--- config.mk ---
export PLATFORM = sky130hd
export DESIGN_NAME = landing_detector
export DESIGN_NICKNAME = d
export VERILOG_FILES = /design/src/lndet_pkg.sv /design/src/landing_detector.sv /design/src/lndet_div.sv
export SDC_FILE = /design/constraint.sdc
export NUM_CORES = 2
export LEC_CHECK = 0
export ABC_CLOCK_PERIOD_IN_PS = 9020
export BUFFER_PORTS_ARGS = -buffer_cell sky130_fd_sc_hd__buf_2
export CAP_MARGIN = 5
export CELL_PAD_IN_SITES_DETAIL_PLACEMENT = 1
export CELL_PAD_IN_SITES_GLOBAL_PLACEMENT = 1
export CORE_MARGIN = 8
export CORE_UTILIZATION = 50
export CTS_CLUSTER_SIZE = 16
export DETAILED_ROUTE_END_ITERATION = 10
export GPL_TIMING_DRIVEN = 1
export PLACE_DENSITY_LB_ADDON = 0.1
export SKIP_LAST_GASP = 1
export SLEW_MARGIN = 0
export SYNTH_ARGS = -nofsm -noshare
export SYNTH_HDL_FRONTEND = slang
export SYNTH_SLANG_ARGS = --single-unit
--- constraint.sdc ---
create_clock -name i_clk -period 9.02 [get_ports i_clk]
set_input_delay 1.804 -clock i_clk [delete_from_list [all_inputs] [get_ports i_clk]]
set_output_delay 1.804 -clock i_clk [all_outputs]
set_load 0.02 [all_outputs]
--- src/lndet_pkg.sv ---
`timescale 1ns / 1ps
// ----------------------------------------------------------------------------
// lndet_pkg
// Shared constants, types and register codes for the landing detector.
// ----------------------------------------------------------------------------
package lndet_pkg;

    // ring of recent vertical speeds
    localparam int RING_DEPTH = 10;
    localparam int RING_IDX_W = (RING_DEPTH > 1) ? $clog2(RING_DEPTH) : 1;

    // running sum of the ring: 32-bit entries, RING_DEPTH of them, plus sign
    localparam int SPEED_W = 32;
    localparam int SUM_W   = SPEED_W + $clog2(RING_DEPTH) + 1;

    // input field widths
    localparam int ALT_W   = 28;
    localparam int TICK_W  = 16;
    localparam int PHASE_W = 32;

    // config register widths
    localparam int LAND_W   = 17;
    localparam int DEB_W    = 8;
    localparam int UNWIND_W = 16;
    localparam int CFG_IDX_W  = 2;
    localparam int CFG_DATA_W = 32;

    localparam logic [LAND_W-1:0]   LAND_RST   = LAND_W'(1000);
    localparam logic [DEB_W-1:0]    DEB_RST    = DEB_W'(30);
    localparam logic [UNWIND_W-1:0] UNWIND_RST = UNWIND_W'(2000);

    localparam logic [CFG_IDX_W-1:0] CFG_LANDING_SPEED = CFG_IDX_W'(0);
    localparam logic [CFG_IDX_W-1:0] CFG_DEBOUNCE      = CFG_IDX_W'(1);
    localparam logic [CFG_IDX_W-1:0] CFG_UNWIND        = CFG_IDX_W'(2);

    localparam int MS_PER_S = 1000;

    // shared divider: dividend magnitude, divisor, two quotient bits per cycle
    localparam int DIV_W     = 40;
    localparam int DEN_W     = 16;
    localparam int DIV_STEPS = DIV_W / 2;
    localparam int DIV_CNT_W = $clog2(DIV_STEPS);

    typedef struct packed {
        logic             start;
        logic [DIV_W-1:0] dividend;
        logic [DEN_W-1:0] divisor;
    } t_div_req;

    typedef enum logic [3:0] {
        ST_IDLE,
        ST_MUL,
        ST_SPEED_DIV,
        ST_SPEED_WAIT,
        ST_RING_SUB,
        ST_RING_ADD,
        ST_AVG_DIV,
        ST_AVG_WAIT,
        ST_OUTPUT
    } t_state;

endpackage

--- src/landing_detector.sv ---
`timescale 1ns / 1ps
// ----------------------------------------------------------------------------
// landing_detector
// Debounced landing detection from a ring average of vertical speed.
// ----------------------------------------------------------------------------
// Input channel: one item per telemetry tick (altitude, tick length, phase
// time), taken when i_in_valid is high and o_in_stall is low. Each item gives
// exactly one result item on the output channel, held in an output register
// until taken (o_out_valid high, i_out_stall low).
// Each item runs through one shared iterative divider twice: speed =
// |diff*1000| / tick, then average = |ring sum| / RING_DEPTH, each at two
// quotient bits a cycle. After acceptance an item passes the multiply, the
// speed division, the ring update, the average division and the result stage
// before it reaches the output register; o_in_stall stays high over that span,
// so a new item is taken only once the last one is through.
// A stalled receiver only holds the block in its last stage; a new item is
// accepted while a finished result still sits in the output register.
// Reset (i_rst_n low, synchronous) clears the speed ring, its running sum,
// the previous altitude, the run counter and loads the register defaults.
// Config writes (o_cfg_ready always high) are meant for idle periods.
// ----------------------------------------------------------------------------
module landing_detector (
    input  logic                                 i_clk,
    input  logic                                 i_rst_n,
    // input channel
    input  logic                                 i_in_valid,
    output logic                                 o_in_stall,
    input  logic signed [lndet_pkg::ALT_W-1:0]   i_altitude_mm,
    input  logic [lndet_pkg::TICK_W-1:0]         i_tick_ms,
    input  logic [lndet_pkg::PHASE_W-1:0]        i_phase_time_ms,
    // output channel
    output logic                                 o_out_valid,
    input  logic                                 i_out_stall,
    output logic                                 o_unwind_active,
    output logic signed [lndet_pkg::SPEED_W-1:0] o_average_speed_mm_s,
    output logic                                 o_landed,
    // config write channel
    input  logic                                 i_cfg_valid,
    output logic                                 o_cfg_ready,
    input  logic [lndet_pkg::CFG_IDX_W-1:0]      i_cfg_index,
    input  logic [lndet_pkg::CFG_DATA_W-1:0]     i_cfg_data
);
    import lndet_pkg::*;

    t_state r_state, n_state;

    // config registers
    logic [LAND_W-1:0]   r_land_speed;
    logic [DEB_W-1:0]    r_deb_needed;
    logic [UNWIND_W-1:0] r_unwind_ms;

    // persistent state
    logic signed [ALT_W-1:0]   r_prev_alt;
    logic signed [SPEED_W-1:0] r_ring [RING_DEPTH];
    logic [RING_IDX_W-1:0]     r_pos;
    logic signed [SUM_W-1:0]   r_sum;
    logic [DEB_W-1:0]          r_run;

    // per-item working registers
    logic signed [ALT_W:0]     r_diff;
    logic [TICK_W-1:0]         r_tick;
    logic                      r_unwind;
    logic                      r_neg;
    logic [DIV_W-1:0]          r_num;
    logic signed [SPEED_W-1:0] r_speed;
    logic signed [SPEED_W-1:0] r_avg;
    logic                      r_landed;

    // output registers
    logic                      r_out_valid;
    logic                      r_out_unwind;
    logic signed [SPEED_W-1:0] r_out_avg;
    logic                      r_out_landed;

    // control
    logic     accept;
    logic     out_load;
    logic     in_stall;
    t_div_req div_req;
    logic     div_done;
    logic [DIV_W-1:0] div_quo;

    // datapath helpers
    logic [ALT_W:0]          diff_mag;
    logic [SUM_W-1:0]        sum_mag;
    logic signed [SPEED_W-1:0] speed_sat;
    logic [SPEED_W-1:0]      avg_mag;
    logic                    qualifies;
    logic [DEB_W-1:0]        run_next;
    logic [DEB_W-1:0]        need;

    lndet_div u_div (
        .i_clk      (i_clk),
        .i_rst_n    (i_rst_n),
        .i_req      (div_req),
        .o_done     (div_done),
        .o_quotient (div_quo)
    );

    // ---------------- next state ----------------
    always_comb begin
        n_state = r_state;
        unique case (r_state)
            ST_IDLE:       if (i_in_valid) n_state = ST_MUL;
            ST_MUL:        n_state = ST_SPEED_DIV;
            ST_SPEED_DIV:  n_state = ST_SPEED_WAIT;
            ST_SPEED_WAIT: if (div_done) n_state = ST_RING_SUB;
            ST_RING_SUB:   n_state = ST_RING_ADD;
            ST_RING_ADD:   n_state = ST_AVG_DIV;
            ST_AVG_DIV:    n_state = ST_AVG_WAIT;
            ST_AVG_WAIT:   if (div_done) n_state = ST_OUTPUT;
            ST_OUTPUT:     if (!r_out_valid || !i_out_stall) n_state = ST_IDLE;
            default:       n_state = ST_IDLE;
        endcase
    end

    // ---------------- control outputs ----------------
    always_comb begin
        in_stall         = 1'b1;
        out_load         = 1'b0;
        div_req.start    = 1'b0;
        div_req.dividend = r_num;
        div_req.divisor  = r_tick;
        unique case (r_state)
            ST_IDLE:      in_stall = 1'b0;
            ST_SPEED_DIV: div_req.start = 1'b1;
            ST_AVG_DIV: begin
                div_req.start    = 1'b1;
                div_req.dividend = DIV_W'(sum_mag);
                div_req.divisor  = DEN_W'(RING_DEPTH);
            end
            ST_OUTPUT:    out_load = !r_out_valid || !i_out_stall;
            default: ;
        endcase
    end

    assign accept = i_in_valid && !in_stall;

    // ---------------- datapath helpers ----------------
    always_comb begin
        diff_mag = r_diff[ALT_W] ? (ALT_W+1)'(-r_diff) : (ALT_W+1)'(r_diff);
        sum_mag  = r_sum[SUM_W-1] ? SUM_W'(-r_sum) : SUM_W'(r_sum);

        // saturate the speed quotient to signed 32 bits
        if (r_neg) begin
            if ((div_quo[DIV_W-1:SPEED_W] != '0) ||
                (div_quo[SPEED_W-1] && (div_quo[SPEED_W-2:0] != '0))) begin
                speed_sat = {1'b1, {(SPEED_W-1){1'b0}}};
            end else begin
                speed_sat = -$signed(div_quo[SPEED_W-1:0]);
            end
        end else begin
            if (div_quo[DIV_W-1:SPEED_W-1] != '0) begin
                speed_sat = {1'b0, {(SPEED_W-1){1'b1}}};
            end else begin
                speed_sat = $signed(div_quo[SPEED_W-1:0]);
            end
        end

        // the average magnitude never exceeds 2^31
        avg_mag   = div_quo[SPEED_W-1:0];
        qualifies = avg_mag < SPEED_W'(r_land_speed);
        if (!qualifies) begin
            run_next = '0;
        end else if (r_run == '1) begin
            run_next = r_run;
        end else begin
            run_next = r_run + 1'b1;
        end
        need = (r_deb_needed == '0) ? DEB_W'(1) : r_deb_needed;
    end

    // ---------------- registers ----------------
    always_ff @(posedge i_clk) begin
        if (!i_rst_n) begin
            r_state <= ST_IDLE;
        end else begin
            r_state <= n_state;
        end
    end

    always_ff @(posedge i_clk) begin
        if (!i_rst_n) begin
            r_land_speed <= LAND_RST;
            r_deb_needed <= DEB_RST;
            r_unwind_ms  <= UNWIND_RST;
        end else if (i_cfg_valid) begin
            unique case (i_cfg_index)
                CFG_LANDING_SPEED: r_land_speed <= i_cfg_data[LAND_W-1:0];
                CFG_DEBOUNCE:      r_deb_needed <= i_cfg_data[DEB_W-1:0];
                CFG_UNWIND:        r_unwind_ms  <= i_cfg_data[UNWIND_W-1:0];
                default: ;
            endcase
        end
    end

    always_ff @(posedge i_clk) begin
        if (!i_rst_n) begin
            r_prev_alt <= '0;
            r_pos      <= '0;
            r_sum      <= '0;
            r_run      <= '0;
            for (int i = 0; i < RING_DEPTH; i++) begin
                r_ring[i] <= '0;
            end
        end else begin
            if (accept) begin
                r_prev_alt <= i_altitude_mm;
            end
            if (r_state == ST_RING_SUB) begin
                r_sum         <= r_sum - SUM_W'(r_ring[r_pos]);
                r_ring[r_pos] <= r_speed;
            end
            if (r_state == ST_RING_ADD) begin
                r_sum <= r_sum + SUM_W'(r_speed);
                if (r_pos == RING_IDX_W'(RING_DEPTH - 1)) begin
                    r_pos <= '0;
                end else begin
                    r_pos <= r_pos + 1'b1;
                end
            end
            if ((r_state == ST_AVG_WAIT) && div_done) begin
                r_run <= run_next;
            end
        end
    end

    // working registers, no reset needed
    always_ff @(posedge i_clk) begin
        if (accept) begin
            r_diff   <= (ALT_W+1)'(i_altitude_mm) - (ALT_W+1)'(r_prev_alt);
            r_tick   <= (i_tick_ms == '0) ? TICK_W'(1) : i_tick_ms;
            r_unwind <= i_phase_time_ms < PHASE_W'(r_unwind_ms);
        end
        if (r_state == ST_MUL) begin
            r_neg <= r_diff[ALT_W];
            r_num <= DIV_W'(diff_mag * 10'(MS_PER_S));
        end
        if ((r_state == ST_SPEED_WAIT) && div_done) begin
            r_speed <= speed_sat;
        end
        if ((r_state == ST_AVG_WAIT) && div_done) begin
            r_avg    <= r_sum[SUM_W-1] ? -$signed(avg_mag) : $signed(avg_mag);
            r_landed <= qualifies && (run_next >= need);
        end
    end

    always_ff @(posedge i_clk) begin
        if (!i_rst_n) begin
            r_out_valid <= 1'b0;
        end else if (out_load) begin
            r_out_valid <= 1'b1;
        end else if (!i_out_stall) begin
            r_out_valid <= 1'b0;
        end
    end

    always_ff @(posedge i_clk) begin
        if (out_load) begin
            r_out_unwind <= r_unwind;
            r_out_avg    <= r_avg;
            r_out_landed <= r_landed;
        end
    end

    assign o_in_stall           = in_stall;
    assign o_out_valid          = r_out_valid;
    assign o_unwind_active      = r_out_unwind;
    assign o_average_speed_mm_s = r_out_avg;
    assign o_landed             = r_out_landed;
    assign o_cfg_ready          = 1'b1;

endmodule

--- src/lndet_div.sv ---
`timescale 1ns / 1ps
// ----------------------------------------------------------------------------
// lndet_div
// Iterative unsigned divider, restoring, two quotient bits per cycle.
// ----------------------------------------------------------------------------
module lndet_div (
    input  logic                    i_clk,
    input  logic                    i_rst_n,
    input  lndet_pkg::t_div_req     i_req,
    output logic                    o_done,
    output logic [lndet_pkg::DIV_W-1:0] o_quotient
);
    import lndet_pkg::*;

    logic                 r_busy;
    logic                 r_done;
    logic [DIV_CNT_W-1:0] r_cnt;
    logic [DIV_W-1:0]     r_quo;
    logic [DEN_W-1:0]     r_rem;
    logic [DEN_W-1:0]     r_den;

    logic [DIV_W-1:0] n_quo_a, n_quo;
    logic [DEN_W-1:0] n_rem_a, n_rem;

    // one restoring step: dividend bits shift out of quo as quotient bits shift in
    function automatic logic [DEN_W+DIV_W-1:0] div_step(
        input logic [DEN_W-1:0] rem,
        input logic [DIV_W-1:0] quo,
        input logic [DEN_W-1:0] den
    );
        logic [DEN_W:0]   trial;
        logic [DEN_W-1:0] rem_o;
        logic             qbit;
        trial = {rem, quo[DIV_W-1]};
        if (trial >= {1'b0, den}) begin
            rem_o = DEN_W'(trial - {1'b0, den});
            qbit  = 1'b1;
        end else begin
            rem_o = trial[DEN_W-1:0];
            qbit  = 1'b0;
        end
        return {rem_o, quo[DIV_W-2:0], qbit};
    endfunction

    always_comb begin
        {n_rem_a, n_quo_a} = div_step(r_rem, r_quo, r_den);
        {n_rem, n_quo}     = div_step(n_rem_a, n_quo_a, r_den);
    end

    always_ff @(posedge i_clk) begin
        if (!i_rst_n) begin
            r_busy <= 1'b0;
            r_done <= 1'b0;
            r_cnt  <= '0;
        end else begin
            r_done <= 1'b0;
            if (i_req.start) begin
                r_busy <= 1'b1;
                r_cnt  <= '0;
            end else if (r_busy) begin
                r_cnt <= r_cnt + 1'b1;
                if (r_cnt == DIV_CNT_W'(DIV_STEPS - 1)) begin
                    r_busy <= 1'b0;
                    r_done <= 1'b1;
                end
            end
        end
    end

    always_ff @(posedge i_clk) begin
        if (i_req.start) begin
            r_quo <= i_req.dividend;
            r_rem <= '0;
            r_den <= i_req.divisor;
        end else if (r_busy) begin
            r_quo <= n_quo;
            r_rem <= n_rem;
        end
    end

    assign o_done     = r_done;
    assign o_quotient = r_quo;

endmodule

==> flow_summary_export.csv <==
group,metric,value,unit
run_status,status,"finished, final reports clean",
clock_tree,hold_buffers,0,
place,dpl-instance-area,50880,µm²
clock_tree,cts_sinks,900,
critical_path,rr_endpoint,"r_num[38]",
critical_path,cp_data_required_time,9.47,ns
detailed_routing,ant_nets,0,
timing,timing.fmax,136.3,MHz
timing,tns,0,ns
finish,layout-drive-gt1-share,12.77,%
critical_path,worstSetupPathType,"reg -> reg",
timing,worst_pin_slew,1.130,ns
flow_run,drv_cap,0,
finish,most-common-layout-cells,"750 x edfxtp_1, 454 x nand2_1, 429 x nor2_1",
hold_path,worst_hold_path_type,"reg -> reg",
critical_path,endpoint_kind,"flop",
detailed_routing,firstDrtPassIters,5,
critical_path,reg2reg_depth,25,
clock_tree,path_clk_slew,0.06,ns
clock_tree,cts_buffer_depth,3,
floorplan,die_w,328.8,µm
detailed_routing,drt-total-wl,137600,µm
clock_tree,cts_buffers,100,
global_route,antenna_found_initial,1,
critical_path,reg2reg_from,"r_diff[3]",
yosys,synth_cell_type_count,82,
critical_path,cp-start-kind,"flop",
finish,syn_to_final_growth,10.88,%
place,place_hpwl,93770,µm
clock_tree,cts_setup_buffers,0,
yosys,synth_edf_count,750,
timing,period_share,81.34,%
yosys,synth_ff_type,"edfxtp_1",
global_route,grt_use_total,25.24,%
global_route,grt_pass1_wl,210700,µm
critical_path,cp_max_fo,7,
timing,fin_crit,7.337,ns
timing,slew_headroom,23.73,%
floorplan,initial_utilization,50.52,%
clock_tree,cts_tree,"done",
yosys,synth_top_area_share,46.03,%
yosys,synth_area,48930,µm²
yosys,async_reset_ff_share,0,%
timing,hold_viol,0,
yosys,syn_avg_cell_area,11.61,µm²
hold_path,min_from,"r_avg[4]",
hold_path,min_to,"o_average_speed_mm_s[4]",
hold_path,min_path_cells,0,
floorplan,io_pins,152,
pwr,power.leakage,20.65,nW
finish,diodes,0,
finish,final_area,54250,µm²
timing,drv_slew,0,
critical_path,ff2ff_setup_slack,1.68,ns
yosys,synth-seq-area-share,52.16,%
detailed_routing,drtIter0Drc,2132,
clock_tree,cts-resized-gates,0,
critical_path,critPathLaunch,"r_diff[3]",
clock_tree,htreeDepth,3,
floorplan,coreArea,96850,µm²
finish,fin_nets,4727,
pwr,peakVddDrop,1.386,mV
global_route,first_global_vias,35350,
timing,setup_viol,0,
global_route,grt-ovfl-total,0,
critical_path,worstPathArrival,7.79,ns
yosys,synth_cells,4216,
place,gp_congestion,0.8458,
detailed_routing,viasPerCell,5.854,
floorplan,die_y,328.8,µm
place,port-buffer-count,135,
detailed_routing,num_vias,33190,
floorplan,num_rows,114,
floorplan,die-area,108100,µm²
yosys,ys_top_cells_by_area,"edfxtp_1 46%, dfxtp_1 6.1%, mux4_2 5.6%",
global_route,grt_max_degree,80,
yosys,syn-num-nets,4635,
yosys,ys_ff_latch,900,
clock_tree,cts_root_buf,"clkbuf_16",
timing,fin_worst_skew,0.04315,ns
yosys,synth_top_area_cell,"edfxtp_1",
detailed_routing,drc,0,
yosys,yosys_warnings,0,
finish,mostFrequentLayoutCell,"edfxtp_1",
pwr,powerDensity,401.8,nW/µm²
detailed_routing,drt-wirelength-per-cell,24.27,µm
clock_tree,clock_latency,0.70,ns
timing,rsz0062_at_grt,"false",
-- flip-flops by register name (all words and copies together) (netlist names), 16 cells and up, named ones only --
register / count
u_div.r_rem: 16
u_div.o_quotient: 40
r_avg: 32
r_tick: 16
r_diff: 29
r_num: 36
r_sum: 37
r_prev_alt: 28
r_unwind_ms: 16
u_div.r_den: 16
o_average_speed_mm_s: 32
r_land_speed: 17
r_ring: 512
r_speed: 32
-- through the flow --
stage	utilization, %	worst slack, ns	hold WS [ns]	power [W]	cells
6_report	56.02	1.683	0.4168	0.02180	5670
5_1_grt	56.02	1.064	0.4235	0.02350	5670
3_3_place_gp	52.54	1.799	0.4056	0.01744	5482
3_5_place_dp	52.54	1.666	0.4063	0.01776	5482
2_1_floorplan	-	2.500	0.4003	0.01450	4216
4_1_cts	56.02	1.667	0.4178	0.02200	5670
-- worst max path at each step --
stage / endpoint / slack (ns)
after floorplan: r_num[38] / 2.50
after CTS: r_num[38] / 1.67
after detailed placement: r_num[38] / 1.67
final: r_num[38] / 1.68
after global placement: r_num[38] / 1.80
after global routing: r_num[38] / 1.06
-- Yosys cell counts (16+ instances only) --
library cell  number
mux4_2           121
nand3_1           53
dfxtp_1          150
or3_1             43
nand2_1          456
xor2_1           104
nand2b_1          34
clkbuf_1         162
fa_1              95
o21ai_0          193
a211oi_1          20
mux4_1            26
a21oi_1          246
or4_1             17
a21o_1            67
o311ai_0          23
edfxtp_1         750
o211ai_1          23
nor2b_1           37
inv_1            286
mux2i_1           50
o21a_1            26
o31ai_1           25
or2_2             22
and3_1            21
nand4_1           20
buf_1             18
mux2_2            25
nor2_1           435
nor4_1            22
nor3_1            56
ha_1             209
xnor2_1          154
and2_1            44
a31oi_1           16
-- routing by layer --
metal  global-route usage, %  up-vias  wire, µm
met2                   46.03      783     71760
met1                   31.15    16870     56000
met3                   3.683      217      6416
li1                        -    15320         -
met4                   6.882        0      3444
met5                       0        -         0
-- report_power, final --
group | switching (W) | internal [W]
clock | 0.00175 | 0.00243
combinational | 0.00701 | 0.00496
sequential | 0.000225 | 0.00542
-- cells by family after synthesis --
family,after synthesis,synth area share (%)
compound gates,721,9.024
xor+xnor,258,4.618
fa+ha+maj,312,9.395
buf+inv,494,4.030
flops,900,52.16
mux,222,8.564
other cells,1,0.007664
simple gates,1308,12.20
-- worst max-delay path: stages (launching register included) --
cell and delay (ns):
edfxtp_1 0.43, nor3_1 0.28, nand3_1 0.13, or3_1 0.37, nand2b_1 0.19, nand2b_1 0.21, or3_1 0.47, nand2_1 0.12
xor2_1 0.59, xor2_1 0.19, ha_1 0.34, inv_1 0.05, fa_1 0.52, fa_1 0.44, fa_1 0.56, inv_1 0.06
ha_1 0.34, o21ai_0 0.27, nor2_1 0.08, a21oi_1 0.14, o31a_1 0.22, a21oi_1 0.13, a311oi_1 0.50, o21ai_0 0.15
a21oi_1 0.20, xnor2_1 0.10
-- final cells by class --
| class | count | area (µm²) |
|---|---|---|
| Clock buffer | 130 | 2720 |
| Clock inverter | 58 | 649.4 |
| Fill cell | 9997 | 42600 |
| Inverter | 289 | 1086 |
| Multi-Input combinational cell | 2822 | 21540 |
| Sequential cell | 900 | 25540 |
| Tap cell | 1276 | 1597 |
| Timing Repair Buffer | 195 | 1126 |
(Power assumes the default switching activity.)
